--- src/sv/smq_pkg.sv ---
// Shared types, widths and codes for the suffix maximum query store.
package smq_pkg;

    localparam int CAPACITY = 1024;
    localparam int ADDR_W   = $clog2(CAPACITY);
    localparam int CNT_W    = $clog2(CAPACITY + 1);
    localparam int DATA_W   = 32;
    localparam int LEN_W    = 11;
    localparam int STAT_W   = 2;
    localparam int CMP_W    = (CNT_W > LEN_W) ? CNT_W : LEN_W;

    localparam logic MODE_APPEND = 1'b0;
    localparam logic MODE_QUERY  = 1'b1;

    localparam logic [STAT_W-1:0] STATUS_OK         = 2'd0;
    localparam logic [STAT_W-1:0] STATUS_BAD_WINDOW = 2'd1;
    localparam logic [STAT_W-1:0] STATUS_FULL       = 2'd2;

    localparam logic [1:0] RD_TOP = 2'd0;
    localparam logic [1:0] RD_MID = 2'd1;
    localparam logic [1:0] RD_LO  = 2'd2;

    typedef struct packed {
        logic                     mode;
        logic signed [DATA_W-1:0] value;
        logic [LEN_W-1:0]         window_length;
    } req_t;

    typedef struct packed {
        logic signed [DATA_W-1:0] max_value;
        logic [STAT_W-1:0]        status;
    } rsp_t;

    typedef struct packed {
        logic signed [DATA_W-1:0] value;
        logic [ADDR_W-1:0]        pos;
    } entry_t;

    typedef struct packed {
        logic              capture;
        logic              rd_en;
        logic [1:0]        rd_sel;
        logic              pop;
        logic              push;
        logic              init_search;
        logic              step;
        logic              set_res;
        logic [STAT_W-1:0] res_status;
        logic              load_out;
    } cmd_t;

    typedef struct packed {
        logic is_query;
        logic store_full;
        logic window_bad;
        logic height_zero;
        logic search_done;
        logic top_le;
        logic out_free;
    } sts_t;

endpackage

--- src/sv/smq_ctrl.sv ---
// Controller: sequences append pops, push and the binary search of a query.
module smq_ctrl import smq_pkg::*; (
    input  logic clk,
    input  logic rst_n,
    input  logic req_valid,
    output logic req_ready,
    input  sts_t sts,
    output cmd_t cmd
);

    localparam logic [3:0] S_IDLE    = 4'd0;
    localparam logic [3:0] S_DECODE  = 4'd1;
    localparam logic [3:0] S_POP_RD  = 4'd2;
    localparam logic [3:0] S_POP_CMP = 4'd3;
    localparam logic [3:0] S_PUSH    = 4'd4;
    localparam logic [3:0] S_SEARCH  = 4'd5;
    localparam logic [3:0] S_STEP    = 4'd6;
    localparam logic [3:0] S_FINAL   = 4'd7;
    localparam logic [3:0] S_RESULT  = 4'd8;

    logic [3:0] state_reg, state_next;

    assign req_ready = (state_reg == S_IDLE);

    always_comb
    begin
        state_next = state_reg;
        cmd        = '0;
        cmd.rd_sel = RD_TOP;
        unique case (state_reg)
            S_IDLE:
            begin
                if (req_valid)
                begin
                    cmd.capture = 1'b1;
                    state_next  = S_DECODE;
                end
            end
            S_DECODE:
            begin
                if (sts.is_query)
                begin
                    if (sts.window_bad)
                    begin
                        cmd.set_res    = 1'b1;
                        cmd.res_status = STATUS_BAD_WINDOW;
                        state_next     = S_RESULT;
                    end
                    else
                    begin
                        cmd.init_search = 1'b1;
                        state_next      = S_SEARCH;
                    end
                end
                else if (sts.store_full)
                begin
                    cmd.set_res    = 1'b1;
                    cmd.res_status = STATUS_FULL;
                    state_next     = S_RESULT;
                end
                else
                begin
                    state_next = S_POP_RD;
                end
            end
            S_POP_RD:
            begin
                if (sts.height_zero)
                begin
                    state_next = S_PUSH;
                end
                else
                begin
                    cmd.rd_en  = 1'b1;
                    cmd.rd_sel = RD_TOP;
                    state_next = S_POP_CMP;
                end
            end
            S_POP_CMP:
            begin
                if (sts.top_le)
                begin
                    cmd.pop    = 1'b1;
                    state_next = S_POP_RD;
                end
                else
                begin
                    state_next = S_PUSH;
                end
            end
            S_PUSH:
            begin
                cmd.push   = 1'b1;
                state_next = S_IDLE;
            end
            S_SEARCH:
            begin
                cmd.rd_en = 1'b1;
                if (sts.search_done)
                begin
                    cmd.rd_sel = RD_LO;
                    state_next = S_FINAL;
                end
                else
                begin
                    cmd.rd_sel = RD_MID;
                    state_next = S_STEP;
                end
            end
            S_STEP:
            begin
                cmd.step   = 1'b1;
                state_next = S_SEARCH;
            end
            S_FINAL:
            begin
                cmd.set_res    = 1'b1;
                cmd.res_status = STATUS_OK;
                state_next     = S_RESULT;
            end
            S_RESULT:
            begin
                if (sts.out_free)
                begin
                    cmd.load_out = 1'b1;
                    state_next   = S_IDLE;
                end
            end
            default:
            begin
                state_next = S_IDLE;
            end
        endcase
    end

    always_ff @(posedge clk or negedge rst_n)
    begin
        if (!rst_n)
        begin
            state_reg <= S_IDLE;
        end
        else
        begin
            state_reg <= state_next;
        end
    end

endmodule
--- config.mk ---
export PLATFORM = sky130hd
export DESIGN_NAME = smq_ctrl
export DESIGN_NICKNAME = d
export VERILOG_FILES = /design/src/sv/smq_pkg.sv /design/src/sv/smq_ctrl.sv
export SDC_FILE = /design/constraint.sdc
export NUM_CORES = 1
export LEC_CHECK = 0
export BUFFER_PORTS_ARGS = -buffer_cell sky130_fd_sc_hd__buf_2
export CAP_MARGIN = 20
export CORE_AREA = 2 2 39 41
export CTS_CLUSTER_SIZE = 10
export DETAILED_ROUTE_END_ITERATION = 10
export DIE_AREA = 0 0 41 43
export GPL_TIMING_DRIVEN = 0
export RECOVER_POWER = 50
export REMOVE_ABC_BUFFERS = 1
export SYNTH_ARGS = -nofsm -noshare
export SYNTH_HDL_FRONTEND = slang
export SYNTH_SLANG_ARGS = --single-unit
--- constraint.sdc ---
create_clock -name clk -period 1.1 [get_ports clk]
set_input_delay 0.165 -clock clk [delete_from_list [all_inputs] [get_ports clk]]
set_output_delay 0.165 -clock clk [all_outputs]
set_load 0.005 [all_outputs]
Yosys cells after proc, flatten, opt, wreduce, memory -nomap -nowiden --
Index checks and enable logic that the tools add are counted.
Cells by class: multiplexer cells 27, reductions and logical operators 2, eq/ne operators 10
Operators with widths (number):
- 4-bit case mux with 8 select lines | 1
- 4-bit two-way mux | 5
- 3-bit two-way mux | 6
- 4-bit by 3-bit == test with 1-bit output (second input constant) | 4
- 1-bit two-way mux | 12
- 3-bit case mux with 2 select lines | 2
- 4-bit by 2-bit == test with 1-bit output (second input constant) | 2
- 4-bit by 1-bit == test with 1-bit output (second input constant) | 1
- 4-bit == test (second input constant) | 1
- 4-bit logical NOT | 1
- 2-bit inequality test (second input constant) | 2
- 2-bit two-way mux | 1
- 2-bit AND reduction | 1
Word-level totals: input port bits 10, output and inout bits 13, flip-flop bits (word level) 4, word-level logic and storage cells 40

Longest topological paths before layout --
Gate-level depths: netlist of run 1.
word-level depth 3, mapped depth 4, depth with buffers taken out 3

Worst setup path after synthesis of run 1 --
No wires, ideal clock.
kind register -> register, start register state_reg[2], end register state_reg[1], period minus slack after synthesis 1277 ps, data arrival time 1212 ps, required time 1035 ps, path slack -177 ps, library setup time 65 ps, stages on the path, launching flop included 4, path buffers 0, cell sequence dfrtp_1 -> or4b_1 -> a21oi_2 -> a311o_2
On the way: longest elaborated chain between the ends 3, elaborated cells on any way between the ends 12, classes of those cells eq/ne (9); mux (1); reduce/logical (2)
Ends and longest elaborated chain:
- start: declaration | line smq_ctrl.sv:21 | logic [3:0] state_reg, state_next;
- start signal: assignment | line smq_ctrl.sv:144 | state_reg <= state_next;
- 4-bit == test / 4-bit logical NOT (equally long branches) | line smq_ctrl.sv:30 | unique case (state_reg)
- 2-bit inequality test (no line)
- 2-bit AND reduction (no line)
Several ways; a longest one is shown, not always the timed one. A chain may end at the register's enable or synchronous reset.

==> impl_results.md, run 1 <==
* Status: finished with violations
* Failing checks: setup timing
* Layout cells sized above 1 at between 60% and 70%
* Post-layout util at between 50% and 60%
* Leakage at between 0.3 and 0.4 nW
* Max-capacitance violation count at 0
* Routed vias/inst at 5.29
* H-tree depth at 1
* Antenna diodes at 0
* Worst slack at placement at -0.525 ns
* Final count of negative-setup-slack endpoints at 17
* Dpl cell area at about 500 um2
* Drt pass-1 iters at 2
* Layout Nets at 93
* Normalized max-slew margin at between 80% and 90%
* Setup crit start: state_reg[2]
* Max reg flops at 4
* Global-route wire length before repair at 1870 um
* CTS Root Cell: clkbuf_4
* Worst min path class: in2reg
* CTS Buffer Depth at 2
* Hold Fails Final Rpt at 0
* Clk slew on worst S/H paths at 0.04 ns
* Post-DP HPWL at approximately 750 um
* Routed WL per cell at between 10 and 15 um
* Post-Route Skew at approximately 0.0011 ns
* Row cnt at 14
* Antenna violations before repair at 0
* WL final at roughly 1300 um
* Total gr overflow at 0
* Cells after synthesis at 48
* Most frequent cells after synthesis: 5 x nor3b_1, 4 x dfrtp_1, 3 x a211oi_1, 3 x nand2b_1, 3 x nor2b_1
* Final WS setup at -0.521 ns
* Clk_lat worst skew at about 0.23 ns
* Peak supply drop at between 0.9 and 1 mV
* Critical path endpoint category: output pin
* Flop2flop setup slack at -0.47 ns
* Async set or reset register ratio after synthesis at 100%
* Yosys reg bits at 4
* Avg Cell Area, Syn at 8.13 um2
* R2r endpoint: state_reg[1]
* Count leader, synth: nor3b_1
* FMAX at approximately 0.6 GHz
* CTS Buf Count at 3
* Startpoint Class: register
* DRT iter0 DRCs at 7
* Power Dens Cells at approximately 2100 nW/um2
* Detail Route Antenna Nets at 0
* Total power at roughly 1.5 mW
* Via count at about 500
* Register area share after synthesis at roughly a quarter
* Synth Warn # at 0
* Largest net degree at the start of global routing at 10
* Critical path required time at approximately 0.94 ns
* Gp weighted congestion at between 0.6 and 0.7
* IO Port Bufs at 22
* Die H at 43 um
* Crit path kind: reg2out
* Reg2reg path depth at 6
* Measured slew at the worst slew-check pin at about 0.23 ns
* Cell area after synthesis at between 300 and 400 um2
* Library cells used by synthesis at 27
* Core area at between 1000 and 1500 um2
* Crit share post-route at 147%
* R2R Path Start: state_reg[2]
* Slowest CP cell: or4b_4
* Die Width at 41 um
* TritonCTS clock tree: yes
* Total GRT Usage at around 16%
* Crit-path max cell delay at around 0.55 ns
* # IOs at 23
* Post-synth EDFFs at 0
* Worst Path Buf+Inv at 1
* Worst path arrival time at between 1 and 1.5 ns
* Worst setup path end: cmd[10]
* Fin crit period at between 1.5 and 2 ns
* RSZ-0062 raised after global routing: yes
* Remaining DRCs at 0
* Crit-path cells: or4b_4 -> a21oi_4 -> buf_2
* Top cell type's share of synthesized area at 25.6%
* Area leader, netlist: dfrtp_1
* Worst-path fanout max at 2
* Finished Cell Area at between 700 and 800 um2
* Top cells by area, synth: dfrtp_1 26%, nor3b_1 9.6%, a211oi_1 5.8%, nand2b_1 4.8%, nor2b_1 4.8%
* Syn-to-layout area delta at 83.7%
* CTS sink count at 4
* CP top delay family: simple AND/OR/NAND/NOR gates
* DIE AREA at about 1800 um2
* Ys flop type: dfrtp_1
* Critical Path Stages at 3
* Starting Density at around 28%
* Slew Viols, Final at 0
* Vias in the first global route at roughly 420
-- cell type report --
cell class / count / area [um2]
Timing Repair Buffer: 34 / 218
Clock buffer: 3 / 22.5
Fill cell: 139 / 667
Sequential cell: 4 / 105
Inverter: 2 / 7.51
Tap cell: 16 / 20.0
Multi-Input combinational cell: 38 / 344
-- worst min-delay path, cell delays in order --
cell      delay, ns
buf_2          0.08
nand2b_1       0.10
o211ai_1       0.11
-- metal layers --
metal | global-route usage (%) | part of all wire, % | up-vias
li1 | - | - | 250
met4 | 6.00 | 0 | 0
met2 | 24.1 | 51 | 16
met1 | 21.3 | 44 | 247
met3 | 3.14 | 4.9 | 0
met5 | 0 | 0 | -
-- report_power, final --
| group | internal, mW | total (mW) | leakage (nW) | switching, mW |
|---|---|---|---|---|
| clock | 0.122 | 0.182 | 0.0138 | 0.0599 |
| sequential | 0.212 | 0.330 | 0.0470 | 0.118 |
| combinational | 0.531 | 0.968 | 0.277 | 0.437 |
-- stage by stage --
| stage | std cells | setup TNS [ns] | hold WS [ns] |
|---|---|---|---|
| 5_1_grt | 97 | -7.53 | 0.294 |
| 4_1_cts | 96 | -6.31 | 0.253 |
| 3_5_place_dp | 82 | -5.52 | -0.0290 |
| 6_report | 97 | -6.29 | 0.274 |
| 2_1_floorplan | 44 | -1.94 | -0.131 |
| 3_3_place_gp | 82 | -5.53 | -0.0305 |
-- placed cells by master (no fill, tap or decap), drive strengths merged --
cell         Yosys  layout
nand2b           3       3
and2             2       2
a311o            1       1
nand3b           1       1
and4b            1       1
nor4             1       1
nor2             2       2
o211ai           2       2
clkbuf           2       4
nor3b            5       5
nor2b            3       3
or4b             1       1
nor4b            2       2
nand4            1       1
inv              2       2
a21oi            3       3
a211oi           3       3
and3b            1       1
dlygate4sd3      0       1
a31oi            2       2
o21ai            1       1
nand2            1       1
nor3             1       1
buf              2      32
and4             1       1
dfrtp            4       4
-- repair_timing --
action,CTS,global route
setup endpoints to repair,17,17
hold endpoints to repair,4,0
resized for setup,14,9
hold buffers,1,0
setup buffers,10,2
pin swaps,5,5
-- cells by family (layout without fill, tap and decap cells) --
logic type / Yosys count / after routing / synth area share (%)
flops: 4 / 4 / 25.6
compound gates: 12 / 12 / 21.8
simple gates: 26 / 26 / 45.8
buf+inv: 6 / 39 / 6.73
-- how the worst min path moves through the flow --
stage	startpoint	end	cells after the start
2_1_floorplan	rst_n	state_reg[0]	0
3_3_place_gp	rst_n	state_reg[3]	1
3_5_place_dp	rst_n	state_reg[3]	1
4_1_cts	rst_n	state_reg[3]	2
5_1_grt	sts[0]	state_reg[3]	3
6_report	sts[0]	state_reg[3]	3
Note: power is estimated with default switching activity, not from simulation.
==> inputs of run 2 (changes only) <==
--- a/config.mk
+++ b/config.mk
@@ -6,4 +6,5 @@
 export NUM_CORES = 1
 export LEC_CHECK = 0
+export ABC_AREA = 1
 export BUFFER_PORTS_ARGS = -buffer_cell sky130_fd_sc_hd__buf_2
 export CAP_MARGIN = 20
@@ -12,4 +13,5 @@
 export DETAILED_ROUTE_END_ITERATION = 10
 export DIE_AREA = 0 0 41 43
+export GPL_ROUTABILITY_DRIVEN = 0
 export GPL_TIMING_DRIVEN = 0
 export RECOVER_POWER = 50
==> constraint.sdc (replaced) <==
create_clock -name clk -period 1.1 [get_ports clk]
set_input_delay 0.165 -clock clk [delete_from_list [all_inputs] [get_ports clk]]
set_output_delay 0.165 -clock clk [all_outputs]
set_load 0.1 [all_outputs]
==> impl_results.md, run 2 <==
* Avg Cell Area, Syn at 6.32 um2 (was 8.13 um2)
* Worst slack at placement at -0.472 ns (was -0.525 ns)
* CTS sink count at 4 (unchanged)
* Routed vias/inst at 4.83 (was 5.29)
* DIE AREA at 1760 um2 (unchanged)
* Total gr overflow at 0 (unchanged)
* Layout Nets at 112 (was 93)
* RSZ-0062 raised after global routing: yes (unchanged)
* Final count of negative-setup-slack endpoints at 15 (was 17)
* Worst-path fanout max at 7 (was 2)
* Hold Fails Final Rpt at 0 (unchanged)
* Detail Route Antenna Nets at 0 (unchanged)
* Cell area after synthesis at 373 um2 (was 390 um2)
* WL final at 1340 um (was 1300 um)
* Crit share post-route at 145% (was 147%)
* Die H at 43 um (unchanged)
* Library cells used by synthesis at 17 (was 27)
* Clk slew on worst S/H paths at 0.04 ns (about the same)
* CTS Buf Count at 3 (unchanged)
* Critical path required time at 0.94 ns (about the same)
* IO Port Bufs at 22 (unchanged)
* Async set or reset register ratio after synthesis at 100% (unchanged)
* Largest net degree at the start of global routing at 9 (was 10)
* Die Width at 41 um (unchanged)
* Via count at 560 (was 513)
* Register area share after synthesis at 26.8% (was 25.6%)
* Failing checks: setup timing (unchanged)
* Cells after DPL at 96 (was 82)
* Max-capacitance violation count at 0 (unchanged)
* Synth Warn # at 0 (unchanged)
* Layout cells sized above 1 at 67.0% (was 65.4%)
* Slew Viols, Final at 0 (unchanged)
* Core area at 1380 um2 (unchanged)
* Storage element area at 103 um2 (was 105 um2)
* Measured slew at the worst slew-check pin at 0.231 ns (about the same)
* CTS Root Cell: clkbuf_4 (unchanged)
* Crit path kind: reg2out (unchanged)
* FMAX at 0.628 GHz (was 0.617 GHz)
* Row cnt at 14 (unchanged)
* Total GRT Usage at 15.1% (was 15.9%)
* Max reg flops at 4 (unchanged)
* Most frequent cells after synthesis: 11 x inv_1, 9 x nand2_1, 9 x nor2_1, 8 x nand3_1, 5 x nand4_1 (was 5 x nor3b_1, 4 x dfrtp_1, 3 x a211oi_1, 3 x nand2b_1, 3 x nor2b_1)
* H-tree depth at 1 (unchanged)
* Antenna diodes at 0 (unchanged)
* Routed WL per cell at 11.5 um (was 13.4 um)
* Worst path arrival time at 1.43 ns (was 1.46 ns)
* Syn-to-layout area delta at 137% (was 83.7%)
* Clk_lat worst skew at 0.24 ns (was 0.23 ns)
* Final WS setup at -0.492 ns (was -0.521 ns)
* Hold slack at 0.215 ns (was 0.274 ns)
* Remaining DRCs at 0 (unchanged)
* Count leader, synth: inv_1 (was nor3b_1)
* Top cell type's share of synthesized area at 26.8% (was 25.6%)
* Global-route wire length before repair at 1770 um (was 1870 um)
* Post-synth EDFFs at 0 (unchanged)
* Worst min path class: in2reg (unchanged)
* Fin cells at 116 (was 97)
* Fin crit period at 1.59 ns (was 1.62 ns)
* Antenna violations before repair at 0 (unchanged)
* Ys flop type: dfrtp_1 (unchanged)
* Critical path endpoint category: output pin (unchanged)
* Top cells by area, synth: dfrtp_1 27%, inv_1 11%, nand3_1 11%, nand2_1 9.1%, nor2_1 9.1% (was dfrtp_1 26%, nor3b_1 9.6%, a211oi_1 5.8%, nand2b_1 4.8%, nor2b_1 4.8%)
* DRT iter0 DRCs at 7 (unchanged)
* Status: finished with violations (unchanged)
* Starting Density at 26.9% (was 28.2%)
* TritonCTS clock tree: yes (unchanged)
* Setup total negative slack at -5.94 ns (was -6.29 ns)
* Commonest non-fill, non-tap cell in the layout: buf_4 (was buf_2)
* CTS Buffer Depth at 2 (unchanged)
* Footprint of the multi-input gates at 283 um2 (was 344 um2)
* Fill cell count at 127 (was 139)
* Drt pass-1 iters at 4 (was 2)
* Startpoint Class: register (unchanged)
* Post-Route Skew at 0.00110 ns (about the same)
* Area leader, netlist: dfrtp_1 (unchanged)
* Normalized max-slew margin at 84.4% (was 84.5%)
* Post-DP HPWL at 749 um (was 747 um)
* # IOs at 23 (unchanged)
* Vias in the first global route at 511 (was 421)
* Yosys reg bits at 4 (unchanged)
* Commonest non-fill, non-tap cells in the layout: 15 x buf_4, 9 x buf_12, 8 x buf_2, 7 x inv_2, 7 x nand3_1 (was 21 x buf_2, 9 x buf_4, 4 x dfrtp_2)
* Cells after synthesis at 59 (was 48)
## run 2: cell count changes after synthesis, moves of 4 or more
cell	previous run	this run
nand2_1	1	9
nor2_1	2	9
nor3b_1	5	0
nand3_1	0	8
inv_1	2	11
nand4_1	1	5
## run 2: final cells by class
cell class / instances / share of cell area, %
Timing Repair Buffer: 39 / 46.0
Clock buffer: 3 / 2.55
Multi-Input combinational cell: 41 / 32.0
Inverter: 13 / 5.52
Tap cell: 16 / 2.27
Sequential cell: 4 / 11.6
## run 2: path summary, 6_finish.rpt
check                      slack [ns]           end  cells past startpoint          from
max                             -0.49        cmd[2]                      4  state_reg[3]
min                              0.22  state_reg[1]                      3        sts[1]
max reg2reg                     -0.15  state_reg[2]                      8  state_reg[0]
min reg2reg                      0.66  state_reg[2]                      3  state_reg[2]
max in group asynchronous        0.63  state_reg[1]                      2         rst_n
min in group asynchronous        0.28  state_reg[0]                      2         rst_n
## run 2: stage by stage
step                      area [um2]  util, %
final                            883     63.8
after global placement           492     35.5
after CTS                        693     50.1
after floorplan                  362        -
after detailed placement         492     35.5
after global routing             883     63.8
## run 2: repair_timing
| action | 4_1_cts | 5_1_grt |
|---|---|---|
| resized for setup | 44 | 27 |
| pin swaps | 3 | 8 |
| endpoints found under the setup margin | 16 | 16 |
| buffers inserted | 4 | 12 |
| hold endpoints to repair | 4 | 0 |
| hold buffers | 1 | 0 |
| cloned | 0 | 0 |
## run 2: layer usage
| metal | wire, um | track usage, % | vias up |
|---|---|---|---|
| met5 | 0 | 0 | - |
| met4 | 17 | 12.0 | 0 |
| met3 | 106 | 4.71 | 2 |
| met2 | 783 | 25.0 | 23 |
| met1 | 431 | 13.9 | 259 |
| li1 | - | - | 276 |
## run 2: worst max-delay path: stages, from the launching register on
cell and delay, ns:
dfrtp_2 0.43, nor2_4 0.21, nand2_2 0.09, nor3_2 0.21, buf_6 0.25
## run 2: cell families (layout without fill, tap and decap cells)
logic type | after synthesis | count (layout) | synth area share [%]
AO/OA/AOI/OAI | 2 | 2 | 2.68
flip-flops | 4 | 4 | 26.8
buffers and inverters | 14 | 55 | 16.1
AND/OR/NAND/NOR | 39 | 39 | 54.4
Power of run 2 is not shown: default switching activity piles up to over one toggle a cycle in this logic, so the estimate is an artifact.
